$ cat src/hw/rtl/rme_pkg.sv
// shared constants and types for the modular exponentiation block
// no dependencies; imported by the multiply sequencer and the top level
package rme_pkg;

   localparam int WORD_WIDTH_DEF  = 64;
   localparam int CSR_INDEX_WIDTH = 8;

   typedef enum logic [CSR_INDEX_WIDTH-1:0] {
      CSR_EXPONENT = 8'd0,
      CSR_MODULUS  = 8'd1
   } csr_index_type;

   // top level to multiply sequencer
   typedef struct packed {
      logic start;
      logic square;
   } mul_ctl_type;

   // multiply sequencer to top level
   typedef struct packed {
      logic busy;
      logic done;
   } mul_stat_type;

endpackage

$ cat src/hw/rtl/rme_if.sv
// valid/ready stream interfaces for the request and response channels
// depends on rme_pkg for the default word width
interface rme_req_if #(parameter int WORD_WIDTH = rme_pkg::WORD_WIDTH_DEF);
   logic                  valid;
   logic                  ready;
   logic [WORD_WIDTH-1:0] message;

   modport source (output valid, output message, input ready);
   modport sink (input valid, input message, output ready);
endinterface

interface rme_rsp_if #(parameter int WORD_WIDTH = rme_pkg::WORD_WIDTH_DEF);
   logic                  valid;
   logic                  ready;
   logic [WORD_WIDTH-1:0] result;
   logic                  out_of_range;

   modport source (output valid, output result, output out_of_range, input ready);
   modport sink (input valid, input result, input out_of_range, output ready);
endinterface

$ cat src/hw/rtl/rme_modadd.sv
// shared modular adder: (a + b) mod m, valid when a + b < 2m
// depends on rme_pkg for the default word width
module rme_modadd #(
   parameter int WORD_WIDTH = rme_pkg::WORD_WIDTH_DEF
) (
   input  logic [WORD_WIDTH-1:0] a_i,
   input  logic [WORD_WIDTH-1:0] b_i,
   input  logic [WORD_WIDTH-1:0] modulus_i,
   output logic [WORD_WIDTH-1:0] sum_o
);
   logic [WORD_WIDTH:0]   sum_raw;
   logic [WORD_WIDTH+1:0] sum_sub;

   always_comb begin
      sum_raw = {1'b0, a_i} + {1'b0, b_i};
      sum_sub = {1'b0, sum_raw} - {2'b00, modulus_i};
      // borrow out means the raw sum is already below the modulus
      sum_o   = sum_sub[WORD_WIDTH+1] ? sum_raw[WORD_WIDTH-1:0] : sum_sub[WORD_WIDTH-1:0];
   end
endmodule

$ cat src/hw/rtl/rme_mulseq.sv
// modular multiply sequencer: add-and-double over all multiplier bits,
// one modular add per cycle on the shared adder; uses rme_pkg and rme_modadd
module rme_mulseq #(
   parameter int WORD_WIDTH = rme_pkg::WORD_WIDTH_DEF
) (
   input  logic                     clock,
   input  logic                     reset,
   input  rme_pkg::mul_ctl_type     ctl,
   output rme_pkg::mul_stat_type    stat,
   input  logic [WORD_WIDTH-1:0]    acc_i,
   input  logic [WORD_WIDTH-1:0]    base_i,
   input  logic [WORD_WIDTH-1:0]    modulus_i,
   output logic [WORD_WIDTH-1:0]    product_o
);
   import rme_pkg::*;

   localparam int CNT_WIDTH = (WORD_WIDTH > 1) ? $clog2(WORD_WIDTH) : 1;

   typedef enum logic [1:0] {
      ST_IDLE,
      ST_REDUCE,
      ST_ADD,
      ST_DBL
   } state_type;

   state_type              state_ff, state_in;
   logic [WORD_WIDTH-1:0]  x_ff, x_in;
   logic [WORD_WIDTH-1:0]  y_ff, y_in;
   logic [WORD_WIDTH-1:0]  acc_ff, acc_in;
   logic [CNT_WIDTH-1:0]   cnt_ff, cnt_in;
   logic [WORD_WIDTH-1:0]  op_a, op_b, add_sum;

   rme_modadd #(.WORD_WIDTH(WORD_WIDTH)) u_modadd (
      .a_i       (op_a),
      .b_i       (op_b),
      .modulus_i (modulus_i),
      .sum_o     (add_sum)
   );

   // operand select for the shared adder
   always_comb begin
      op_a = x_ff;
      op_b = '0;
      case (state_ff)
         ST_ADD: begin
            op_a = acc_ff;
            op_b = x_ff;
         end
         ST_DBL: begin
            op_b = x_ff;
         end
         default: begin
            op_b = '0;
         end
      endcase
   end

   always_comb begin
      state_in  = state_ff;
      x_in      = x_ff;
      y_in      = y_ff;
      acc_in    = acc_ff;
      cnt_in    = cnt_ff;
      stat.done = 1'b0;
      stat.busy = (state_ff != ST_IDLE);
      case (state_ff)
         ST_IDLE: begin
            if (ctl.start) begin
               x_in     = ctl.square ? base_i : acc_i;
               y_in     = base_i;
               acc_in   = '0;
               cnt_in   = '0;
               state_in = ST_REDUCE;
            end
         end
         ST_REDUCE: begin
            // the running product can be an unreduced one when the modulus is one
            x_in     = add_sum;
            state_in = y_ff[0] ? ST_ADD : ST_DBL;
         end
         ST_ADD: begin
            acc_in   = add_sum;
            state_in = ST_DBL;
         end
         ST_DBL: begin
            x_in   = add_sum;
            y_in   = y_ff >> 1;
            cnt_in = cnt_ff + 1'b1;
            if (cnt_ff == CNT_WIDTH'(WORD_WIDTH - 1)) begin
               stat.done = 1'b1;
               state_in  = ST_IDLE;
            end else begin
               state_in = y_ff[1] ? ST_ADD : ST_DBL;
            end
         end
         default: begin
            state_in = ST_IDLE;
         end
      endcase
   end

   always_ff @(posedge clock) begin
      if (reset) begin
         state_ff <= ST_IDLE;
      end else begin
         state_ff <= state_in;
      end
      x_ff   <= x_in;
      y_ff   <= y_in;
      acc_ff <= acc_in;
      cnt_ff <= cnt_in;
   end

   assign product_o = acc_ff;

   a_add_then_dbl: assert property (@(posedge clock) disable iff (reset)
      state_ff == ST_ADD |=> state_ff == ST_DBL)
      else $error("accumulate step not followed by doubling");

   a_leave_idle_on_start: assert property (@(posedge clock) disable iff (reset)
      (state_ff != ST_IDLE && $past(state_ff) == ST_IDLE) |-> $past(ctl.start))
      else $error("multiply began without a start");

   a_done_to_idle: assert property (@(posedge clock) disable iff (reset)
      stat.done |=> !stat.busy)
      else $error("sequencer still busy after done");
endmodule

$ cat src/hw/rtl/rsa_modular_exponentiation.sv
// modular exponentiation, square-and-multiply with exponent lsb first
// flow, accept to response valid: an out-of-range message goes straight to finish, a zero exponent
// from check to finish, else per exponent bit up to the top set one: a check, a multiply when set,
// and except for the top set bit a square, led by a square start state when it follows a multiply
// throughput: one message at a time, a new one is taken once finish writes the response; finish
// waits while the response register is full; reset: synchronous, clears control state and both key registers
module rsa_modular_exponentiation #(
   parameter int WORD_WIDTH = rme_pkg::WORD_WIDTH_DEF
) (
   input  logic                                 clock,
   input  logic                                 reset,
   rme_req_if.sink                              req_bus,
   rme_rsp_if.source                            rsp_bus,
   input  logic                                 csr_wr_en,
   input  logic [rme_pkg::CSR_INDEX_WIDTH-1:0]  csr_index,
   input  logic [WORD_WIDTH-1:0]                csr_wr_data
);
   import rme_pkg::*;

   typedef enum logic [2:0] {
      ST_IDLE,
      ST_CHECK,
      ST_WAIT_ACC,
      ST_SQR_START,
      ST_WAIT_SQR,
      ST_FINISH
   } state_type;

   state_type              state_ff, state_in;
   logic [WORD_WIDTH-1:0]  exponent_ff, exponent_in;
   logic [WORD_WIDTH-1:0]  modulus_ff, modulus_in;
   logic [WORD_WIDTH-1:0]  e_ff, e_in;
   logic [WORD_WIDTH-1:0]  base_ff, base_in;
   logic [WORD_WIDTH-1:0]  acc_ff, acc_in;
   logic                   oor_ff, oor_in;
   logic                   rsp_valid_ff, rsp_valid_in;
   logic [WORD_WIDTH-1:0]  rsp_result_ff, rsp_result_in;
   logic                   rsp_oor_ff, rsp_oor_in;

   mul_ctl_type            mul_ctl;
   mul_stat_type           mul_stat;
   logic [WORD_WIDTH-1:0]  product;

   rme_mulseq #(.WORD_WIDTH(WORD_WIDTH)) u_mulseq (
      .clock     (clock),
      .reset     (reset),
      .ctl       (mul_ctl),
      .stat      (mul_stat),
      .acc_i     (acc_ff),
      .base_i    (base_ff),
      .modulus_i (modulus_ff),
      .product_o (product)
   );

   assign req_bus.ready        = (state_ff == ST_IDLE);
   assign rsp_bus.valid        = rsp_valid_ff;
   assign rsp_bus.result       = rsp_result_ff;
   assign rsp_bus.out_of_range = rsp_oor_ff;

   // key registers; the user must write them only while no transaction is in flight, the block does not enforce this
   always_comb begin
      exponent_in = exponent_ff;
      modulus_in  = modulus_ff;
      if (csr_wr_en) begin
         if (csr_index == CSR_EXPONENT) begin
            exponent_in = csr_wr_data;
         end else if (csr_index == CSR_MODULUS) begin
            modulus_in = csr_wr_data;
         end
      end
   end

   always_comb begin
      state_in       = state_ff;
      e_in           = e_ff;
      base_in        = base_ff;
      acc_in         = acc_ff;
      oor_in         = oor_ff;
      rsp_valid_in   = rsp_valid_ff;
      rsp_result_in  = rsp_result_ff;
      rsp_oor_in     = rsp_oor_ff;
      mul_ctl.start  = 1'b0;
      mul_ctl.square = 1'b0;
      if (rsp_bus.ready) begin
         rsp_valid_in = 1'b0;
      end
      case (state_ff)
         ST_IDLE: begin
            if (req_bus.valid) begin
               base_in = req_bus.message;
               e_in    = exponent_ff;
               oor_in  = (req_bus.message >= modulus_ff);
               if (req_bus.message >= modulus_ff) begin
                  acc_in   = req_bus.message;
                  state_in = ST_FINISH;
               end else begin
                  acc_in   = WORD_WIDTH'(1);
                  state_in = ST_CHECK;
               end
            end
         end
         ST_CHECK: begin
            if (e_ff == '0) begin
               state_in = ST_FINISH;
            end else begin
               mul_ctl.start  = 1'b1;
               mul_ctl.square = !e_ff[0];
               state_in       = e_ff[0] ? ST_WAIT_ACC : ST_WAIT_SQR;
            end
         end
         ST_WAIT_ACC: begin
            if (mul_stat.done) begin
               acc_in = product;
               // no set bits left: the remaining squares are not needed
               if (e_ff[WORD_WIDTH-1:1] == '0) begin
                  state_in = ST_FINISH;
               end else begin
                  state_in = ST_SQR_START;
               end
            end
         end
         ST_SQR_START: begin
            mul_ctl.start  = 1'b1;
            mul_ctl.square = 1'b1;
            state_in       = ST_WAIT_SQR;
         end
         ST_WAIT_SQR: begin
            if (mul_stat.done) begin
               base_in  = product;
               e_in     = e_ff >> 1;
               state_in = ST_CHECK;
            end
         end
         ST_FINISH: begin
            if (!rsp_valid_ff || rsp_bus.ready) begin
               rsp_valid_in  = 1'b1;
               rsp_result_in = acc_ff;
               rsp_oor_in    = oor_ff;
               state_in      = ST_IDLE;
            end
         end
         default: begin
            state_in = ST_IDLE;
         end
      endcase
   end

   always_ff @(posedge clock) begin
      if (reset) begin
         state_ff     <= ST_IDLE;
         rsp_valid_ff <= 1'b0;
         exponent_ff  <= '0;
         modulus_ff   <= '0;
      end else begin
         state_ff     <= state_in;
         rsp_valid_ff <= rsp_valid_in;
         exponent_ff  <= exponent_in;
         modulus_ff   <= modulus_in;
      end
      e_ff          <= e_in;
      base_ff       <= base_in;
      acc_ff        <= acc_in;
      oor_ff        <= oor_in;
      rsp_result_ff <= rsp_result_in;
      rsp_oor_ff    <= rsp_oor_in;
   end

   a_done_while_waiting: assert property (@(posedge clock) disable iff (reset)
      mul_stat.done |-> (state_ff == ST_WAIT_ACC || state_ff == ST_WAIT_SQR))
      else $error("multiply finished outside a wait state");

   a_start_when_free: assert property (@(posedge clock) disable iff (reset)
      mul_ctl.start |-> !mul_stat.busy)
      else $error("multiply started while sequencer busy");

   a_one_at_a_time: assert property (@(posedge clock) disable iff (reset)
      (req_bus.valid && req_bus.ready) |=> !req_bus.ready)
      else $error("request taken while a message is in work");

   a_no_work_on_error: assert property (@(posedge clock) disable iff (reset)
      (state_ff == ST_CHECK || state_ff == ST_WAIT_ACC || state_ff == ST_WAIT_SQR) |-> !oor_ff)
      else $error("out-of-range message entered the exponent loop");
endmodule
$ cat src/flat_wrapper.sv
// flat-port wrapper written by rule: the top's interface ports become plain ports
module rsa_modular_exponentiation_flat import rme_pkg::*;
#(
   parameter int WORD_WIDTH = rme_pkg::WORD_WIDTH_DEF
)
  (clock, reset, csr_wr_en, csr_index, csr_wr_data, req_bus_valid, req_bus_message, req_bus_ready, rsp_bus_valid, rsp_bus_result, rsp_bus_out_of_range, rsp_bus_ready);
  rme_req_if #(.WORD_WIDTH(WORD_WIDTH)) req_bus_i ();
  rme_rsp_if #(.WORD_WIDTH(WORD_WIDTH)) rsp_bus_i ();
  input  logic clock;
  input  logic reset;
  input  logic csr_wr_en;
  input  logic [rme_pkg::CSR_INDEX_WIDTH-1:0] csr_index;
  input  logic [WORD_WIDTH-1:0] csr_wr_data;
  input wire logic [$bits(req_bus_i.valid)-1:0] req_bus_valid;
  input wire logic [$bits(req_bus_i.message)-1:0] req_bus_message;
  output wire logic [$bits(req_bus_i.ready)-1:0] req_bus_ready;
  output wire logic [$bits(rsp_bus_i.valid)-1:0] rsp_bus_valid;
  output wire logic [$bits(rsp_bus_i.result)-1:0] rsp_bus_result;
  output wire logic [$bits(rsp_bus_i.out_of_range)-1:0] rsp_bus_out_of_range;
  input wire logic [$bits(rsp_bus_i.ready)-1:0] rsp_bus_ready;
  assign req_bus_i.valid = req_bus_valid;
  assign req_bus_i.message = req_bus_message;
  assign req_bus_ready = req_bus_i.ready;
  assign rsp_bus_valid = rsp_bus_i.valid;
  assign rsp_bus_result = rsp_bus_i.result;
  assign rsp_bus_out_of_range = rsp_bus_i.out_of_range;
  assign rsp_bus_i.ready = rsp_bus_ready;
  rsa_modular_exponentiation #(.WORD_WIDTH(WORD_WIDTH)) u_core (.clock(clock), .reset(reset), .req_bus(req_bus_i), .rsp_bus(rsp_bus_i), .csr_wr_en(csr_wr_en), .csr_index(csr_index), .csr_wr_data(csr_wr_data));
endmodule
$ cat config.mk
export PLATFORM = sky130hd
export DESIGN_NAME = rsa_modular_exponentiation_flat
export DESIGN_NICKNAME = d
export VERILOG_FILES = /design/src/hw/rtl/rme_pkg.sv /design/src/hw/rtl/rme_if.sv /design/src/hw/rtl/rme_modadd.sv /design/src/hw/rtl/rme_mulseq.sv /design/src/hw/rtl/rsa_modular_exponentiation.sv /design/src/flat_wrapper.sv
export SDC_FILE = /design/constraint.sdc
export NUM_CORES = 1
export LEC_CHECK = 0
export BUFFER_PORTS_ARGS = -buffer_cell sky130_fd_sc_hd__buf_4
export CAP_MARGIN = 30
export CORE_ASPECT_RATIO = 0.7
export CORE_UTILIZATION = 30
export DETAILED_ROUTE_END_ITERATION = 8
export PLACE_DENSITY_LB_ADDON = 0.15
export SKIP_CTS_REPAIR_TIMING = 1
export SLEW_MARGIN = 0
export SYNTH_ARGS = -nofsm -noshare
export SYNTH_HDL_FRONTEND = slang
export SYNTH_SLANG_ARGS = --single-unit
$ cat constraint.sdc
create_clock -name clock -period 12.9 [get_ports clock]
set_clock_uncertainty 0.15 [all_clocks]
set_input_delay 0 -clock clock [delete_from_list [all_inputs] [get_ports clock]]
set_output_delay 0 -clock clock [all_outputs]
set_load 0.01 [all_outputs]
==> out/results.ini <==
[final_layout]
area_growth_pct = 19.8
drive_above_1_share = 0.168
fillerInstances = 11800
nets = 4185
post-route-util = 0.363

[synth]
synth.area.top_cells = edfxtp_1, dfxtp_1, ha_1, nand2_1, mux2_2
ys_seq_area_frac = 0.471
async_reset_ff_frac = 0
yosys.area.top_type = edfxtp_1
netlist_area_mm2 = 0.0348
synth.avg_cell_area_um2 = 9.69
synthCells = 3590
synth.distinct_cells = 86
syn-num-nets = 3926
synth_top_area_share = 0.394
synthFlopType = edfxtp_1
synth_warnings = 0
ys_ff_latch = 590
synth_edf_count = 456

[detailed_routing]
wl_per_cell_um = 23.4
antenna_left = 0
routed-via-count = 28200
drc = 2
wirelength_um = 127000
vias_per_cell = 5.19
drtIter0Drc = 2461
dr.pass1.iters = 9

[global_routing]
grt_pass1_wl_um = 183000
grt_max_degree = 131
grt_pass1_vias = 26200
track_usage = 0.210
overflow = 0
antenna_found_initial = 4

[setup_path]
critPathArrivalTime_ns = 9.44
worstSetupPathType = reg -> reg
crit_fanout = 48
end_kind = flop
crit_required_ns = 13.12
rrSetupSlack_ns = 3.68
critPathLaunchType = flop

[floorplan]
ios = 208
core_area_mm2 = 0.115
die_width_um = 409
initial_utilization = 0.303
rows = 104
die_area_mm2 = 0.117
die_y_um = 287

[clocking]
cts_buffers = 68
clock_latency_ns = 0.66
path_clk_slew_ns = 0.07
cts_root_buf = clkbuf_16
cts.sinks = 590
clockBufferDepth = 3
cts_htree_levels = 3
cts_tree = done

[power]
power.leakage_uw = 0.0157
irDropWorstVdd_uv = 116
p_per_area_mw_per_mm2 = 222

[timing]
maxSlewHeadroom = 0.277
worst_pin_slew_ns = 1.08
final.setup.tns_ns = 0
post-route-min-period_ns = 9.22
drv_slew = 0
fin_crit_sh = 0.715
hold_viol_final = 0
rsz0062_at_grt = no
setup_violations = 0
fmax_ghz = 0.108

[job]
drv_cap = 0

[min_path]
hold_path_class = in -> reg

[placed_design]
port_buffers = 207
gp_congestion = 0.944
hpwlAfterDp_um = 93200

[status]
violations = design-rule violations
status = finished with violations

report_power, final:
group          total, uW  switching [uW]  internal, uW
registers           2670             183          2480
logic               4580            2990          1590
clock network       2020             850          1170
total               9270            4020          5250
final timing paths:
kind | start | endpoint | cells after the start
worst min-delay path | csr_wr_data[47] | u_core.exponent_ff[47] | 4
worst max-delay path | u_core.u_mulseq.state_ff[0] | u_core.u_mulseq.x_ff[45] | 24
worst max register to register | u_core.u_mulseq.state_ff[0] | u_core.u_mulseq.x_ff[45] | 24
worst min register to register | u_core.acc_ff[36] | u_core.rsp_bus.result[36] | 0
per-stage QoR:
stage | std cells | setup slack, ns | total power, uW | hold WS [ns] | cell area [um2]
final | 5441 | 3.68 | 9270 | 0.00509 | 41700
after global routing | 5441 | 3.09 | 9810 | 0.00945 | 41700
after CTS | 5287 | 3.71 | 9250 | -0.609 | 40100
after detailed placement | 5163 | 3.74 | 7180 | 0.123 | 37800
after global placement | 5159 | 3.63 | 7230 | 0.114 | 37800
after floorplan | 3590 | 6.30 | 5820 | -0.0140 | 34800
synth_stat cells (32+ instances only):
master and count:
inv_1 105, nor2_1 294, dfxtp_1 134, a21oi_1 339, xnor2_1 71, o21ai_0 89
nand3_1 32, edfxtp_1 456, a21o_1 94, a211oi_1 75, ha_1 193, clkbuf_1 176
nand4_1 68, nor2b_1 75, xor2_1 51, nand2_1 596, and2_1 72, nor3_1 97
mux2_2 192
registers in the layout, summed over array words and instances (netlist names):
signal                       flops
u_core.u_mulseq.product_o       64
u_core.modulus_ff               64
u_core.u_mulseq.y_ff            64
u_core.state_ff                  3
u_core.rsp_bus.result           64
u_core.u_mulseq.x_ff            64
u_core.oor_ff                    1
u_core.rsp_bus.out_of_range      1
u_core.acc_ff                   64
u_core.exponent_ff              64
u_core.rsp_bus.valid             1
u_core.e_ff                     64
u_core.u_mulseq.state_ff         2
u_core.base_ff                  64
u_core.u_mulseq.cnt_ff           6
final cells by class:
class	instances	area [um2]	area share
multi-input combinational	2685	17200	0.414
timing repair buffer	398	3440	0.0826
antenna	1	2.50	0.0000601
inverter	106	398	0.00955
clock buffer	87	1910	0.0458
clock inverter	37	374	0.00898
sequential	590	16400	0.393
tap	1537	1920	0.0462
layer usage:
| layer | share of wire | vias to the layer above | track usage |
|---|---|---|---|
| met5 | 0 | - | 0 |
| met4 | 0.015 | 0 | 0.0404 |
| met3 | 0.065 | 122 | 0.0443 |
| met2 | 0.39 | 792 | 0.279 |
| met1 | 0.53 | 13900 | 0.339 |
| li1 | - | 13400 | - |
logic make-up after synthesis:
| logic type | Yosys count | share of synthesized area |
|---|---|---|
| xor gates and xnor gates | 122 | 0.0307 |
| adders and majority gates | 195 | 0.0706 |
| AOI/OAI and AO/OA | 801 | 0.145 |
| muxes | 221 | 0.0707 |
| DFF | 590 | 0.471 |
| and+or+nand+nor | 1346 | 0.175 |
| buffers and inverters | 315 | 0.0370 |
critical path, cell delays in order, from the launching register on:
cell      delay [ns]
dfxtp_4         0.69
clkinv_1        0.49
nand2_4         0.53
buf_12          0.28
nand2_1         0.09
nand2_1         0.08
ha_1            0.31
nand2_1         0.16
nor3_1          0.47
o311ai_2        0.32
a211oi_1        0.73
o21ai_0         0.29
a211oi_1        0.53
o21ai_0         0.18
and2_1          0.20
ha_1            0.41
nand2_1         0.13
or4_1           0.59
o221ai_1        0.20
nor3_1          0.08
o31ai_1         0.11
or3b_4          0.77
buf_4           0.59
mux2i_1         0.33
a21oi_1         0.12
layout by cell type, fill, tap and decap left out, types with 51 or more instances in the layout:
cell and instances:
a211oi_1 75, dlygate4sd3_1 151, nor2_1 293, inv_1 105
a21o_1 94, a21oi_1 338, nand2_1 589, nor2b_1 72
ha_1 193, buf_4 240, o21ai_0 88, dfxtp_1 132
nor3_1 97, xnor2_1 71, clkbuf_16 72, edfxtp_1 456
and2_1 72, xor2_1 51, mux2_2 192, nand4_1 68
Note: power is estimated with default switching activity, not from simulation.
